`config.mk`:
```
export PLATFORM = sky130hd
export DESIGN_NAME = rtu_frame_gap_receiver
export DESIGN_NICKNAME = d
export VERILOG_FILES = /design/src/design/rtu_fgr_pkg.sv /design/src/design/rtu_fgr_store.sv /design/src/design/rtu_frame_gap_receiver.sv
export SDC_FILE = /design/constraint.sdc
export NUM_CORES = 1
export LEC_CHECK = 0
export BUFFER_PORTS_ARGS = -buffer_cell sky130_fd_sc_hd__buf_2
export CAP_MARGIN = 20
export CORE_ASPECT_RATIO = 0.7
export CORE_MARGIN = 8
export CORE_UTILIZATION = 30
export CTS_CLUSTER_SIZE = 12
export DETAILED_ROUTE_END_ITERATION = 10
export SETUP_SLACK_MARGIN = 0.02
export SLEW_MARGIN = 20
export SYNTH_ARGS = -nofsm -noshare
export SYNTH_HDL_FRONTEND = slang
export SYNTH_SLANG_ARGS = --single-unit
```
`constraint.sdc`:
```
create_clock -name clk -period 7.6 [get_ports clk]
set_input_delay 0 -clock clk [delete_from_list [all_inputs] [get_ports clk]]
set_output_delay 0 -clock clk [all_outputs]
set_load 0.1 [all_outputs]
```
`src/design/rtu_fgr_pkg.sv`:
```
`timescale 1ns / 1ps

package rtu_fgr_pkg;

	// command carried in the input tuser field
	typedef enum logic [1:0] {
		CMD_RX_BYTE = 2'd0,
		CMD_TICK    = 2'd1,
		CMD_READ    = 2'd2,
		CMD_RELEASE = 2'd3
	} cmd_t;

	// frame event reported with each result
	typedef enum logic [1:0] {
		EVT_NONE       = 2'd0,
		EVT_ACCEPT     = 2'd1,
		EVT_OTHER_ADDR = 2'd2
	} event_t;

	// configuration register indexes
	localparam logic [1:0] REG_STATION_ADDRESS = 2'd0;
	localparam logic [1:0] REG_GAP_RELOAD      = 2'd1;
	localparam logic [1:0] REG_EXEMPT_FUNCTION = 2'd2;

	// configuration reset values
	localparam logic [7:0] STATION_ADDRESS_RST = 8'd1;
	localparam logic [6:0] GAP_RELOAD_RST      = 7'd3;
	localparam logic [7:0] EXEMPT_FUNCTION_RST = 8'd0;

	// silence counter: top bit marks active, low bits count down
	localparam logic [7:0] SIL_ACTIVE = 8'h80;

	// a frame must hold more than this many bytes to be looked at
	localparam int MIN_FRAME_GT = 7;

endpackage

```
`src/design/rtu_fgr_store.sv`:
```
`timescale 1ns / 1ps

module rtu_fgr_store #(
	parameter int DEPTH = 128
) (
	input  logic                     clk,
	input  logic                     wr_en,
	input  logic [$clog2(DEPTH)-1:0] wr_addr,
	input  logic [7:0]               wr_data,
	input  logic                     rd_en,
	input  logic [$clog2(DEPTH)-1:0] rd_addr,
	output logic [7:0]               rd_data
);

	logic [7:0] mem [DEPTH];

	// one write port
	always_ff @(posedge clk) begin
		if (wr_en) begin
			mem[wr_addr] <= wr_data;
		end
	end

	// registered read, held while not enabled
	always_ff @(posedge clk) begin
		if (rd_en) begin
			rd_data <= mem[rd_addr];
		end
	end

endmodule

```
`src/design/rtu_frame_gap_receiver.sv`:
```
`timescale 1ns / 1ps

// RTU frame receiver with a two-slot ping-pong frame buffer.
// Input beats (s_tvalid/s_tready) carry a command in s_tuser: a received
// byte, a silence timer tick, a read of the pending frame or a release of it.
// Each input beat gives exactly one output beat (m_tvalid/m_tready) with the
// read byte, the frame event, the arm-timeout flag and the pending flag.
// Each beat goes through one input register, then the state update and
// frame store read into the result register. Throughput is one beat per
// cycle while m_tready is high; the store has one write and one read port
// and each beat uses at most one of them.
// Configuration is written via cfg_wr_en/cfg_index/cfg_data; the user must
// do so only while no beat is in flight, which the block does not enforce;
// an index beyond the register list is ignored. Reset clears the byte count,
// silence counter, slot pointers, pipeline and registers to defaults; the frame
// store is not cleared, so there is no clearing pass and beats go in at once.
// When m_tready is low the result holds, the input register can still fill,
// and s_tready falls once both stages are full; no beat is lost.

module rtu_frame_gap_receiver #(
	parameter int SLOT_BYTES = 64
) (
	input  logic        clk,
	input  logic        arst_n,
	// command (rtu_fgr_pkg::cmd_t)
	input  logic [1:0]  s_tuser,
	// [7:0] rx_byte, [8] line_error, [14:9] read_index, [15] zero
	input  logic [15:0] s_tdata,
	input  logic        s_tvalid,
	output logic        s_tready,
	// [7:0] read_data, [9:8] frame_event, [10] arm_timeout,
	// [11] frame_pending, [15:12] zero
	output logic [15:0] m_tdata,
	output logic        m_tvalid,
	input  logic        m_tready,
	input  logic        cfg_wr_en,
	input  logic [1:0]  cfg_index,
	input  logic [7:0]  cfg_data
);

	import rtu_fgr_pkg::*;

	localparam int DEPTH  = 2 * SLOT_BYTES;
	localparam int ADDR_W = $clog2(DEPTH);
	localparam int POS_W  = $clog2(SLOT_BYTES);
	localparam int CNT_W  = $clog2(SLOT_BYTES + 1);

	// configuration registers
	logic [7:0] station_q;
	logic [6:0] gap_reload_q;
	logic [7:0] exempt_q;

	always_ff @(posedge clk or negedge arst_n) begin
		if (!arst_n) begin
			station_q    <= STATION_ADDRESS_RST;
			gap_reload_q <= GAP_RELOAD_RST;
			exempt_q     <= EXEMPT_FUNCTION_RST;
		end else if (cfg_wr_en) begin
			case (cfg_index)
				REG_STATION_ADDRESS: station_q    <= cfg_data;
				REG_GAP_RELOAD:      gap_reload_q <= cfg_data[6:0];
				REG_EXEMPT_FUNCTION: exempt_q     <= cfg_data;
				default: ;
			endcase
		end
	end

	// pipeline handshake
	logic valid_s1, valid_s2;
	logic adv;
	logic fire;

	assign adv      = !valid_s2 || m_tready;
	assign s_tready = !valid_s1 || adv;
	assign fire     = valid_s1 && adv;

	// input register
	cmd_t       cmd_s1;
	logic [7:0] rx_s1;
	logic       err_s1;
	logic [5:0] idx_s1;

	always_ff @(posedge clk or negedge arst_n) begin
		if (!arst_n) begin
			valid_s1 <= 1'b0;
		end else if (s_tready) begin
			valid_s1 <= s_tvalid;
		end
	end

	always_ff @(posedge clk) begin
		if (s_tready && s_tvalid) begin
			cmd_s1 <= cmd_t'(s_tuser);
			rx_s1  <= s_tdata[7:0];
			err_s1 <= s_tdata[8];
			idx_s1 <= s_tdata[14:9];
		end
	end

	// framing state
	logic [CNT_W-1:0] count_q;
	logic [7:0]       silence_q;
	logic             fill_q, drain_q;
	logic [7:0]       addr_byte_q, func_byte_q;

	logic [CNT_W-1:0] count_d;
	logic [7:0]       silence_d;
	logic             fill_d, drain_d;
	logic [POS_W-1:0] wr_pos;
	logic             wr_en;
	logic [8:0]       wr_full, rd_full;
	logic             rd_en;
	event_t           event_d;
	logic             arm_d;

	// write position wraps to zero on a full slot
	assign wr_pos  = (count_q >= CNT_W'(SLOT_BYTES)) ? '0 : count_q[POS_W-1:0];
	assign wr_full = (fill_q ? 9'(SLOT_BYTES) : 9'd0) + 9'(wr_pos);
	assign rd_full = (drain_q ? 9'(SLOT_BYTES) : 9'd0) + {3'b000, idx_s1};

	// next state and result for the beat in the input register
	always_comb begin
		count_d   = count_q;
		silence_d = silence_q;
		fill_d    = fill_q;
		drain_d   = drain_q;
		wr_en     = 1'b0;
		rd_en     = 1'b0;
		event_d   = EVT_NONE;
		arm_d     = 1'b0;
		case (cmd_s1)
			CMD_RX_BYTE: begin
				if (!err_s1) begin
					wr_en     = 1'b1;
					count_d   = CNT_W'(wr_pos) + CNT_W'(1);
					silence_d = SIL_ACTIVE | {1'b0, gap_reload_q};
				end
			end
			CMD_TICK: begin
				if (silence_q[7]) begin
					if (silence_q == SIL_ACTIVE) begin
						silence_d = 8'd0;
						count_d   = '0;
						if (count_q > CNT_W'(MIN_FRAME_GT)) begin
							if (addr_byte_q == station_q) begin
								event_d = EVT_ACCEPT;
								arm_d   = (func_byte_q != exempt_q);
								fill_d  = !fill_q;
							end else begin
								event_d = EVT_OTHER_ADDR;
							end
						end
					end else begin
						silence_d = silence_q - 8'd1;
					end
				end
			end
			CMD_READ: begin
				rd_en = (fill_q != drain_q) && ({3'b000, idx_s1} < 9'(SLOT_BYTES));
			end
			CMD_RELEASE: begin
				if (fill_q != drain_q) begin
					drain_d = !drain_q;
				end
			end
			default: ;
		endcase
	end

	always_ff @(posedge clk or negedge arst_n) begin
		if (!arst_n) begin
			count_q   <= '0;
			silence_q <= 8'd0;
			fill_q    <= 1'b0;
			drain_q   <= 1'b0;
		end else if (fire) begin
			count_q   <= count_d;
			silence_q <= silence_d;
			fill_q    <= fill_d;
			drain_q   <= drain_d;
		end
	end

	// copies of the address and function bytes of the frame being filled
	always_ff @(posedge clk) begin
		if (fire && wr_en && wr_pos == POS_W'(0)) begin
			addr_byte_q <= rx_s1;
		end
		if (fire && wr_en && wr_pos == POS_W'(1)) begin
			func_byte_q <= rx_s1;
		end
	end

	// frame store
	logic [7:0] rd_data;

	rtu_fgr_store #(
		.DEPTH(DEPTH)
	) u_store (
		.clk     (clk),
		.wr_en   (fire && wr_en),
		.wr_addr (wr_full[ADDR_W-1:0]),
		.wr_data (rx_s1),
		.rd_en   (fire && rd_en),
		.rd_addr (rd_full[ADDR_W-1:0]),
		.rd_data (rd_data)
	);

	// result register
	logic   rd_en_s2;
	event_t event_s2;
	logic   arm_s2;
	logic   pend_s2;

	always_ff @(posedge clk or negedge arst_n) begin
		if (!arst_n) begin
			valid_s2 <= 1'b0;
		end else if (adv) begin
			valid_s2 <= valid_s1;
		end
	end

	always_ff @(posedge clk) begin
		if (fire) begin
			rd_en_s2 <= rd_en;
			event_s2 <= event_d;
			arm_s2   <= arm_d;
			pend_s2  <= (fill_d != drain_d);
		end
	end

	// output beat
	assign m_tvalid = valid_s2;
	assign m_tdata  = {4'b0000, pend_s2, arm_s2, event_s2, (rd_en_s2 ? rd_data : 8'd0)};

endmodule
```
# After elaboration in Yosys (flattened, before gate mapping)
# Memory sizes are Yosys's and may differ from the RTL's. A register that Yosys moved wholly into a read port is not among the register bits.
# Index checks and enable logic that the tools add are counted.
# word_totals
mem_count	1
word_cells	90
out_inout_bits	18
latchBits	0
mem_bits_rw	1024
in_bits	33
regBits	80
rom_bits	0
# classes
add_sub_neg	4
n_mul	0
mux	25
n_bitwise	0
n_shift	0
reduce_logical	24
n_lt_le_gt_ge	2
div	0
eq_ne	14
# mem_list
memory	words	width	rd	rd_clocked_by_memory_dff	write_ports	line_no	text
u_store.mem	128	8	1	1	1	rtu_fgr_store.sv:15	logic [7:0] mem [DEPTH];
# op_table
op	count
$mux 7	5
$mux 8	4
$pmux 8 s2	1
$add 7x6->7	2
$pmux 7 s2	1
$mux 1	12
$reduce_and 5->1	2
$eq 8x8->1	1
$eq 8x8->1 const B	1
$ne 8x8->1	1
$reduce_and 4->1	2
$sub 8x1->8 const B	1
$add 6x1->7 const B	1
$ge 7x7->1 const B	1
$gt 7x3->1 const B	1
$eq 2x2->1 const B	3
$eq 6x1->1 const B	1
$logic_and 1x1->1	6
$logic_not 6->1	1
$mux 6	1
$ne 2x2->1 const B	3
$reduce_and 2->1	3
$eq 2x1->1 const B	2
$logic_not 1->1	4
other kinds (6)	9

# Depth between registers and ports, before layout
# logic_depth
depth_word	7
ltp_mapped	7
mapped_depth_nobuf	6

# By module
# A second synthesis with hierarchy kept.
# hier_totals
cells_unflattened	1895
area_unflattened_um2	43341.6
# by_module_without_submodules
mod	instances	seq_area_each_um2	cells_each	area_each_um2
rtu_fgr_store	1	30989.7	1635	39745.6
rtu_frame_gap_receiver	1	2195.9	260	3595.9

# Least setup slack after synthesis
# Ideal clock, no wire load.
# synth_timing
kind	reg-to-reg
from	register valid_s2 (netlist: m_tvalid)
to	memory u_store.mem[54][0], enable pin
setup_time_ps	370
t_required_ps	7230
arrival_time_ps	2750
setup_slack_ps	4480
n_path_buf	2
period_less_slack_ps	3120
stages_incl_launch_ff	7
path_cell_list	dfrtp_1 > nor2b_1 > nor4_1 > or4b_2 > clkbuf_1 > clkbuf_1 > nor2_1
# synth_via
elab_chain_len	6
# synth_lines
element	line_no	text
from (decl)	rtu_frame_gap_receiver.sv:69	logic valid_s1, valid_s2;
from (signal assigned)	rtu_frame_gap_receiver.sv:219	valid_s2 <= valid_s1;
$logic_not 1->1	rtu_frame_gap_receiver.sv:73	assign adv = !valid_s2 || m_tready;
$logic_or 1x1->1	rtu_frame_gap_receiver.sv:73	
$logic_and 1x1->1	rtu_frame_gap_receiver.sv:75	assign fire = valid_s1 && adv;
$logic_and 1x1->1	rtu_frame_gap_receiver.sv:201	.wr_en (fire && wr_en),
$mux 1	rtu_fgr_store.sv:19	if (wr_en) begin
$mux 1 (implied by the code)	rtu_fgr_store.sv:20	mem[wr_addr] <= wr_data;
to (decl)	rtu_fgr_store.sv:15	
# No other way between the ends.

# Worst setup path in the final report
# layout_timing
from	register idx_s1[0]
to	register u_store.rd_data[5], read port of u_store.mem, data pin
# layout_via
elab_chain_len	1
# layout_lines
element	line_no	text
from (decl)	rtu_frame_gap_receiver.sv:81	logic [5:0] idx_s1;
from (signal assigned)	rtu_frame_gap_receiver.sv:96	idx_s1 <= s_tdata[14:9];
$add 7x6->7	rtu_frame_gap_receiver.sv:119	assign rd_full = (drain_q ? 9'(SLOT_BYTES) : 9'd0) + {3'b000, idx_s1};
to (decl)	rtu_fgr_store.sv:12	output logic [7:0] rd_data
# No other way between the ends.
# A chain may end at the register's enable or synchronous reset.

==> impl_metrics.xml <==
<?xml version="1.0" encoding="UTF-8"?>
<metrics>
  <group name="run_status">
    <metric name="outcome" unit="">completed</metric>
  </group>
  <group name="die">
    <metric name="die_x" unit="um">470</metric>
    <metric name="num_io_pins" unit="">51</metric>
    <metric name="start_util" unit="%">30.2</metric>
    <metric name="die_area" unit="um^2">157000</metric>
    <metric name="core-area" unit="um^2">143000</metric>
    <metric name="num_rows" unit="">116</metric>
    <metric name="chip_height" unit="um">334</metric>
  </group>
  <group name="logic_synthesis">
    <metric name="async_reset_ff_share" unit="%">3.78</metric>
    <metric name="synthesis.area_per_instance" unit="um^2">22.8</metric>
    <metric name="synth.lib_cells_used.distinct" unit="">52</metric>
    <metric name="yosysMostFrequentCell" unit="">edfxtp_1</metric>
    <metric name="post_synth_edffs" unit="">1070</metric>
    <metric name="netlist_top_cells_area" unit="">edfxtp_1 (74%), mux4_2 (18%), dfrtp_1 (2.3%)</metric>
    <metric name="synth_largest_area_cell" unit="">edfxtp_1</metric>
    <metric name="ys.warnings.count" unit="">0</metric>
    <metric name="main_combinational_cell_family_by_area_after_synthesis" unit="">multiplexers</metric>
    <metric name="synth-compound-area-share" unit="%">0.767</metric>
    <metric name="synth.cells.most_frequent" unit="">edfxtp_1 (1070), mux4_2 (336), nor2_1 (142), clkbuf_1 (57), dfrtp_1 (39)</metric>
    <metric name="post_synth_inst_count" unit="">1895</metric>
    <metric name="synthFlopType" unit="">edfxtp_1</metric>
    <metric name="ys_ff_latch" unit="">1112</metric>
    <metric name="yosys-mux-area-fraction" unit="%">18.3</metric>
    <metric name="synth-xor-area-share" unit="%">0.385</metric>
    <metric name="yosysTopAreaCellShare" unit="%">74.3</metric>
    <metric name="yosysSeqAreaShare" unit="%">76.8</metric>
    <metric name="yosys.area_share.adder" unit="%">0.145</metric>
    <metric name="yosys.area_share.simple" unit="%">2.45</metric>
    <metric name="syn_area" unit="um^2">43200</metric>
  </group>
  <group name="cts">
    <metric name="cts-htree-levels" unit="">3</metric>
    <metric name="cts_tree" unit="">yes</metric>
    <metric name="max-clock-path-buffers" unit="">3</metric>
    <metric name="cts-resized-gates" unit="">0</metric>
    <metric name="cts_num_sinks" unit="">1112</metric>
    <metric name="clk_root_buffer_cell" unit="">clkbuf_16</metric>
    <metric name="cts_buffers" unit="">104</metric>
    <metric name="path_clk_slew" unit="ps">60</metric>
    <metric name="clock_latency" unit="ps">690</metric>
  </group>
  <group name="pwr">
    <metric name="cell_leakage_power" unit="nW">14.9</metric>
    <metric name="irDropWorstVdd" unit="mV">0.167</metric>
    <metric name="pwr_density_cell" unit="nW/um^2">254</metric>
    <metric name="total_power" unit="W">0.0125</metric>
  </group>
  <group name="placed_design">
    <metric name="port_buffers" unit="">45</metric>
    <metric name="finalWeightedCongestion" unit="">0.785</metric>
    <metric name="post-place-cells" unit="">3760</metric>
    <metric name="detailedPlacementHpwl" unit="um">58500</metric>
  </group>
  <group name="global_routing">
    <metric name="antenna_violations_before_repair" unit="">4</metric>
    <metric name="globalRoute.totalOverflow" unit="">0</metric>
    <metric name="grt_max_degree" unit="">150</metric>
    <metric name="grt_pass1_vias" unit="">20298</metric>
    <metric name="global_route.usage.total" unit="%">12.2</metric>
    <metric name="grt_pass1_wl" unit="um">142000</metric>
  </group>
  <group name="critical_path">
    <metric name="ff2ff_setup_slack" unit="ps">3360</metric>
    <metric name="critPathKind" unit="">flop to flop</metric>
    <metric name="critical_path_peak_fanout" unit="">100</metric>
    <metric name="worst_setup_path_start_kind" unit="">flop</metric>
    <metric name="worst_ep_arrival_time" unit="ps">4670</metric>
    <metric name="timing.reg2reg.worst_path_depth" unit="">6</metric>
    <metric name="required" unit="ps">8030</metric>
    <metric name="setup.worst_path.end_class" unit="">flop</metric>
  </group>
  <group name="route">
    <metric name="dr.first_iter.drc_count" unit="">2123</metric>
    <metric name="avgRoutedWirePerCell" unit="um">24.8</metric>
    <metric name="routed-via-count" unit="">19910</metric>
    <metric name="first_pass_iters" unit="">5</metric>
    <metric name="route.detailed.drc" unit="">0</metric>
    <metric name="route.detailed.vias_per_inst" unit="">5.03</metric>
    <metric name="postRouteWirelength" unit="um">98300</metric>
    <metric name="ant_nets" unit="">0</metric>
  </group>
  <group name="timing">
    <metric name="fin_setup_tns" unit="ps">0</metric>
    <metric name="tightestPinTransition" unit="ps">1150</metric>
    <metric name="timing_hold_violations_final" unit="">0</metric>
    <metric name="slew_headroom" unit="%">23.6</metric>
    <metric name="report.final.slew_viol_count" unit="">0</metric>
    <metric name="worst_clock_skew" unit="ps">27.8</metric>
    <metric name="finalSetupViolations" unit="">0</metric>
    <metric name="final_min_period_over_clock_period" unit="%">55.8</metric>
    <metric name="grt_setup_unrepaired" unit="">false</metric>
    <metric name="max_freq" unit="MHz">236</metric>
    <metric name="final.min_clock_period" unit="ps">4240</metric>
  </group>
  <group name="final_layout">
    <metric name="syn2layout_area_growth" unit="%">13.6</metric>
    <metric name="fin_nets" unit="">2064</metric>
    <metric name="layout.core_utilization" unit="%">34.4</metric>
    <metric name="non_filler_instances" unit="">3960</metric>
    <metric name="layout-drive-gt1-share" unit="%">27.8</metric>
  </group>
  <group name="min_path">
    <metric name="holdPathStages" unit="">2</metric>
    <metric name="holdCritPathClass" unit="">input pin to flop</metric>
  </group>
  <group name="flow_run">
    <metric name="max-cap-violations" unit="">0</metric>
  </group>
</metrics>
-- report_power, final --
part	internal, W	switching [W]	total, W	leakage (nW)
Clock	0.00257	0.00213	0.00470	1.40
Combinational	0.000359	0.000536	0.000895	3.35
Sequential	0.00680	0.0000817	0.00688	10.1
Total	0.00972	0.00275	0.0125	14.9
-- per-layer routing --
layer | wire (um) | part of all wire, % | track usage (%)
met1 | 43800 | 45 | 17.6
met2 | 44000 | 45 | 18.1
met3 | 8750 | 8.9 | 3.50
met4 | 1800 | 1.8 | 2.79
met5 | 0 | 0 | 0
-- registers in the layout, summed over array words and instances, names as in the netlist, 2 cells and up --
| name | cells |
|---|---|
| silence_q | 8 |
| count_q | 7 |
| event_s2 | 2 |
| station_q | 8 |
| exempt_q | 8 |
| addr_byte_q | 8 |
| rx_s1 | 8 |
| u_store.rd_data | 8 |
| cmd_s1 | 2 |
| gap_reload_q | 7 |
| idx_s1 | 6 |
| u_store.mem | 1024 |
| func_byte_q | 8 |
-- final timing paths --
check,from,to
setup / recovery,idx_s1[0]$_DFFE_PP_,u_store.rd_data[5]$_DFFE_PP_
hold / removal,s_tdata[5],rx_s1[5]$_DFFE_PP_
setup reg to reg,idx_s1[0]$_DFFE_PP_,u_store.rd_data[5]$_DFFE_PP_
hold reg to reg,exempt_q[2]$_DFFE_PN0P_,exempt_q[2]$_DFFE_PN0P_
max in group asynchronous,arst_n,count_q[0]$_DFFE_PN0P_
min in group asynchronous,arst_n,exempt_q[6]$_DFFE_PN0P_
-- worst max-delay path: stages, from the launching register on --
cell      delay [ps]
edfxtp_1         380
buf_12           490
buf_4            690
mux4_2           640
mux4_2           570
mux4_2           610
mux2_2           310
-- cells by family (layout without fill, tap and decap cells) --
logic type,after synthesis,after routing
and+or+nand+nor,235,235
other,1,7
buffers and inverters,110,281
AOI/OAI and AO/OA,45,45
xor gates and xnor gates,19,19
adders and majority gates,5,5
muxes,368,368
DFF,1112,1112
-- repair_timing --
action                                 in CTS  in global routing
endpoints found under the hold margin      94                 39
hold buffers                               42                  1
setup buffers                               0                  0
-- layout make-up --
cell class	count	area, um^2
multi-input combinational	676	9620
fill	12934	93800
clock buffer	142	2840
timing repair buffer	123	1040
clock inverter	7	50.0
inverter	9	33.8
antenna	3	7.51
sequential	1112	33200
tap	1888	2360
-- cells in the final DEF (no fill, tap or decap), types with 23 or more instances in the layout --
cell type and instances:
edfxtp_1 1070, mux4_2 336, nor2_1 142, clkbuf_16 108, buf_2 44, dlygate4sd3_1 43, dfrtp_1 39, clkbuf_1 33
mux2_2 32, buf_4 26, nand2_1 23
-- stage by stage --
stage / cell area [um^2] / hold WS (ps) / setup slack (ps)
2_1_floorplan: 43200 / -296 / 4480
3_3_place_gp: 45700 / 179 / 3350
3_5_place_dp: 45700 / 179 / 3320
4_1_cts: 49000 / 0.751 / 3280
5_1_grt: 49100 / 14.3 / 3100
6_report: 49100 / 40.9 / 3360
Power figures use the tool's default switching activity.
